`src/hdl/ssbdt_pkg.sv`:
```
`default_nettype none
// ---------------------------------------------------------------------------
// Sprite blit package
// Shared constants, register indexes and the control/status bundles that run
// between the blit controller and its datapath.
// ---------------------------------------------------------------------------
package ssbdt_pkg;

   localparam int RAY_COUNT_DEF = 180;
   localparam int MAX_SCALE     = 8;
   localparam int SPRITE_SIZE   = 256;
   localparam int SCREEN_SIZE   = 4096;

   localparam int SCALE_W  = 4;
   localparam int DEPTH_W  = 24;
   localparam int ORIGIN_W = 13;
   localparam int VIEW_W   = 13;
   localparam int INDEX_W  = 8;
   localparam int SRC_W    = 8;
   localparam int COLOR_W  = 32;
   localparam int PIX_W    = 12;
   localparam int COORD_W  = 15;
   localparam int CSR_ADDR_W = 3;
   localparam int CSR_DATA_W = 24;

   localparam logic [SCALE_W-1:0] SCALE_RST  = 4'd1;
   localparam logic [VIEW_W-1:0]  VIEW_RST   = 13'd1024;
   localparam logic [VIEW_W-1:0]  SWIDTH_RST = 13'd1024;
   localparam logic [VIEW_W-1:0]  SHEIGHT_RST = 13'd768;

   typedef enum logic [CSR_ADDR_W-1:0] {
      CSR_SCALE        = 3'd0,
      CSR_SPRITE_DEPTH = 3'd1,
      CSR_ORIGIN_X     = 3'd2,
      CSR_ORIGIN_Y     = 3'd3,
      CSR_VIEW_WIDTH   = 3'd4,
      CSR_SCREEN_WIDTH = 3'd5,
      CSR_SCREEN_HEIGHT = 3'd6
   } csr_index_type;

   typedef struct packed {
      logic load;
      logic capture;
      logic setup;
      logic bounds;
      logic div_start;
      logic fetch;
      logic advance;
   } cmd_type;

   typedef struct packed {
      logic skip;
      logic div_done;
      logic depth_hit;
      logic last;
   } status_type;

endpackage
`default_nettype wire

```
`src/hdl/ssbdt_ctrl.sv`:
```
`default_nettype none
// ---------------------------------------------------------------------------
// Sprite blit controller
// Sequences one source pixel through setup, clipping, ray division, depth
// fetch and the write burst; owns both channel handshakes.
// ---------------------------------------------------------------------------
module ssbdt_ctrl (
   input  wire logic                  clock,
   input  wire logic                  reset,
   input  wire logic                  req_tvalid,
   input  wire logic                  req_mode,
   output logic                       req_tready,
   output logic                       rsp_tvalid,
   input  wire logic                  rsp_tready,
   input  wire ssbdt_pkg::status_type status,
   output ssbdt_pkg::cmd_type         cmd
);
   import ssbdt_pkg::*;

   typedef enum logic [2:0] {
      ST_IDLE,
      ST_SETUP,
      ST_BOUNDS,
      ST_CHECK,
      ST_DIVIDE,
      ST_FETCH,
      ST_COMPARE,
      ST_EMIT
   } state_type;

   state_type state_ff;
   logic      ready_ff;
   logic      valid_ff;
   logic      accept;

   assign accept = req_tvalid && ready_ff;

   always_comb begin
      cmd           = '0;
      cmd.load      = accept && !req_mode;
      cmd.capture   = accept && req_mode;
      cmd.setup     = (state_ff == ST_SETUP);
      cmd.bounds    = (state_ff == ST_BOUNDS);
      cmd.div_start = (state_ff == ST_CHECK) && !status.skip;
      cmd.fetch     = (state_ff == ST_FETCH);
      cmd.advance   = (state_ff == ST_EMIT) && valid_ff && rsp_tready;
   end

   always_ff @(posedge clock) begin
      if (reset) begin
         state_ff <= ST_IDLE;
         ready_ff <= 1'b1;
         valid_ff <= 1'b0;
      end else begin
         case (state_ff)
            ST_IDLE: begin
               if (accept && req_mode) begin
                  ready_ff <= 1'b0;
                  state_ff <= ST_SETUP;
               end
            end
            ST_SETUP: begin
               state_ff <= ST_BOUNDS;
            end
            ST_BOUNDS: begin
               state_ff <= ST_CHECK;
            end
            ST_CHECK: begin
               if (status.skip) begin
                  ready_ff <= 1'b1;
                  state_ff <= ST_IDLE;
               end else begin
                  state_ff <= ST_DIVIDE;
               end
            end
            ST_DIVIDE: begin
               if (status.div_done) begin
                  state_ff <= ST_FETCH;
               end
            end
            ST_FETCH: begin
               state_ff <= ST_COMPARE;
            end
            ST_COMPARE: begin
               if (status.depth_hit) begin
                  valid_ff <= 1'b1;
                  state_ff <= ST_EMIT;
               end else begin
                  ready_ff <= 1'b1;
                  state_ff <= ST_IDLE;
               end
            end
            ST_EMIT: begin
               // drop valid after the closing transfer of the square
               if (rsp_tready && status.last) begin
                  valid_ff <= 1'b0;
                  ready_ff <= 1'b1;
                  state_ff <= ST_IDLE;
               end
            end
            default: begin
               state_ff <= ST_IDLE;
               ready_ff <= 1'b1;
               valid_ff <= 1'b0;
            end
         endcase
      end
   end

   assign req_tready = ready_ff;
   assign rsp_tvalid = valid_ff;

endmodule
`default_nettype wire

```
`config.mk`:
```
export PLATFORM = sky130hd
export DESIGN_NAME = ssbdt_ctrl
export DESIGN_NICKNAME = d
export VERILOG_FILES = /design/src/hdl/ssbdt_pkg.sv /design/src/hdl/ssbdt_ctrl.sv
export SDC_FILE = /design/constraint.sdc
export NUM_CORES = 1
export LEC_CHECK = 0
export ABC_CLOCK_PERIOD_IN_PS = 1100
export BUFFER_PORTS_ARGS = -buffer_cell sky130_fd_sc_hd__buf_2
export CORE_AREA = 3 3 40 42
export DETAILED_ROUTE_END_ITERATION = 8
export DIE_AREA = 0 0 43 45
export PLACE_DENSITY = 0.57
export SYNTH_ARGS = -nofsm -noshare
export SYNTH_HDL_FRONTEND = slang
export SYNTH_SLANG_ARGS = --single-unit
```
`constraint.sdc`:
```
create_clock -name clock -period 1.1 [get_ports clock]
set_clock_uncertainty 0.1 [all_clocks]
set_input_delay 0.165 -clock clock [delete_from_list [all_inputs] [get_ports clock]]
set_output_delay 0.165 -clock clock [all_outputs]
set_load 0.005 [all_outputs]
```
==> qor.csv <==
metric;value;unit
CTS Buffer Depth;2;
failing checks;negative setup slack;
clk slew on worst S/H paths;40;ps
period utilisation layout;117;%
R2R setup slack;-170;ps
IO buf count;17;
routability cong.;0.720;
Pwr per Cell Area;1130;mW/mm^2
GRT Residual Overflow;0;
Hold Path Origin;reset;
Slew HR;82.1;%
Cell Area, Synth;345;sq um
TNS Setup;-1260;ps
distinct cell type count of the synthesized netlist;22;
final std cells w/o fill;93;
DRC;0;
crit-path cells;buf_6 -> nor3b_2 -> buf_2;
CTS buffer count;3;
flops & latches, synth;5;
Worst EP required;830;ps
post-layout min period;1280;ps
Num Clock Sinks;5;
min-delay worst type;input port to flop;
P&R area growth vs syn;97.8;%
post-synthesis sequential area ratio;29.0;%
largest net degree at the start of global routing;7;
DP HPWL;744;um
WHS Endpoint;state_ff[2];
H-tree depth;1;
Final nets;88;
met1 usage;14.6;%
WHS Path Cells;2;
Peak VDD IR;0.627;mV
max frequency;779;MHz
final hold vios;0;
placed cells;81;
crit end category;primary output;
TritonCTS clock tree;done;
wire per inst;12.2;um
Avg Inst Size Synth;7.85;sq um
share of layout cells above drive strength 1;69.2;%
routed vias;459;
Synthesized Nets;53;
synth top area cells;dfxtp_1 29%, nand2_1 7.6%, buf_6 6.5%;
Crit Path Max Fanout;5;
DRT antenna net count;0;
CORE AREA;0.00128;sq mm
Worst-Margin Slew;268;ps
die width;43;um
Max Cap Viol;0;
clock latency on the worst-skew pair;240;ps
DR vias/cell;4.94;
Rows;13;
max-slew violations;0;
CP arrival;1020;ps
R2R depth;4;
die area;0.00194;sq mm
outcome;complete, but fails checks;
utilization after layout;53.2;%
synth warn;0;
Root Buffer;clkbuf_4;
CP Class;flop to primary output;
# setup viols final;10;
Pleak;0.317;nW
antenna fix cells;0;
reg-to-reg startpoint;state_ff[1];
Crit path largest cell delay;360;ps
M2 GR Usage;19.2;%
setup ws final;-184;ps
I/O pin count;18;
endpoint of the worst register-to-register path;req_tready;
DIE HEIGHT;45;um
slowest CP cell;dfxtp_4;
GRT Overall Usage;12.2;%
global-route wire length before repair;1.74;mm
RSZ-0062 raised after global routing;yes;
antenna violations before repair;0;
Synth Instances;44;
Yosys top cell area share;29.0;%
grt peak-use layer;met2;
vias in the first global route;400;
starting density of the core;26.9;%
met3 usage;6.37;%
initial DRC count;5;
first-pass iteration count of the detailed router;3;
DRT Wirelength;1.13;mm
CTS Hold Bufs;0;
crit start category;flop;
post-synth top area cell;dfxtp_1;
==> how the worst max path moves through the flow <==
stage | startpoint | endpoint | slack, ps | cells past startpoint
6_report | state_ff[2] | cmd[4] | -180 | 3
5_1_grt | state_ff[0] | cmd[0] | -220 | 4
3_3_place_gp | state_ff[2] | req_tready | -170 | 2
3_5_place_dp | state_ff[2] | req_tready | -180 | 3
2_1_floorplan | state_ff[1] | req_tready | -60 | 4
4_1_cts | state_ff[2] | cmd[4] | -160 | 3
==> report_power, final <==
| part | internal (mW) | total (mW) | switching [mW] | leakage, nW |
|---|---|---|---|---|
| registers | 0.204 | 0.236 | 0.0316 | 0.0426 |
| logic | 0.194 | 0.323 | 0.129 | 0.259 |
| clock network | 0.137 | 0.215 | 0.0774 | 0.0150 |
==> Yosys cell counts <==
| library cell | n |
|---|---|
| nor3b_1 | 1 |
| and3_1 | 1 |
| a211oi_2 | 1 |
| a221o_1 | 2 |
| nand3_1 | 2 |
| o21ba_2 | 1 |
| a21o_2 | 1 |
| nor2_1 | 3 |
| mux2i_1 | 1 |
| buf_4 | 1 |
| dfxtp_1 | 5 |
| inv_1 | 2 |
| nor3_2 | 1 |
| nand4_1 | 2 |
| nand2b_1 | 1 |
| nor3_1 | 3 |
| a2bb2oi_1 | 1 |
| a31oi_1 | 2 |
| o21ai_0 | 1 |
| nand2_1 | 7 |
| a21oi_1 | 3 |
| buf_6 | 2 |
==> worst max-delay path: cells and delay by family (launching register included) <==
kind / cells / cell delay [ps]
buf+inv: 2 / 260
flops: 1 / 360
simple gates: 1 / 160
==> final cells by class <==
cell class	instances	area (sq um)
Clock buffer	4	26.3
Sequential cell	5	113
Inverter	2	7.51
Multi-Input combinational cell	34	256
Fill cell	118	602
Timing Repair Buffer	33	262
Tap cell	15	18.8
==> logic make-up after synthesis <==
family          after synthesis  share of synthesized area, %
buf+inv                       5                          10.9
flops                         5                          29.0
mux                           1                          2.90
simple gates                 21                          30.4
compound gates               12                          26.8
==> state kept, by name (all words and copies together) (netlist names) <==
register	count
state_ff	3
req_tready	1
rsp_tvalid	1
==> metrics by stage <==
stage | power (mW) | hold WS (ps) | worst slack [ps] | instance area [sq um]
5_1_grt | 0.818 | 56.3 | -222 | 683
4_1_cts | 0.755 | 37.7 | -164 | 643
3_5_place_dp | 0.451 | 302 | -180 | 499
2_1_floorplan | 0.370 | 127 | -60.0 | 353
3_3_place_gp | 0.450 | 306 | -174 | 499
6_report | 0.773 | 38.7 | -184 | 683
==> routing by layer <==
metal  routed length [um]  share of wire [%]
met5                    0                  0
met4                    0                  0
met3                   74                6.5
met2                  541                 48
met1                  517                 46
==> layout by cell type (no fill, tap or decap), types with 3 or more instances in the layout <==
cell type  count
clkbuf_4       3
buf_4          9
buf_6          7
buf_2         15
dfxtp_4        3
nor2_1         3
a21oi_1        3
nand2_1        5
==> repair_timing <==
item / CTS / global route
resized for setup: 16 / 8
pin swaps: 4 / 4
gates cloned: 0 / 0
buffers inserted: 7 / 1
setup endpoints to repair: 12 / 11
(Power assumes the default switching activity.)
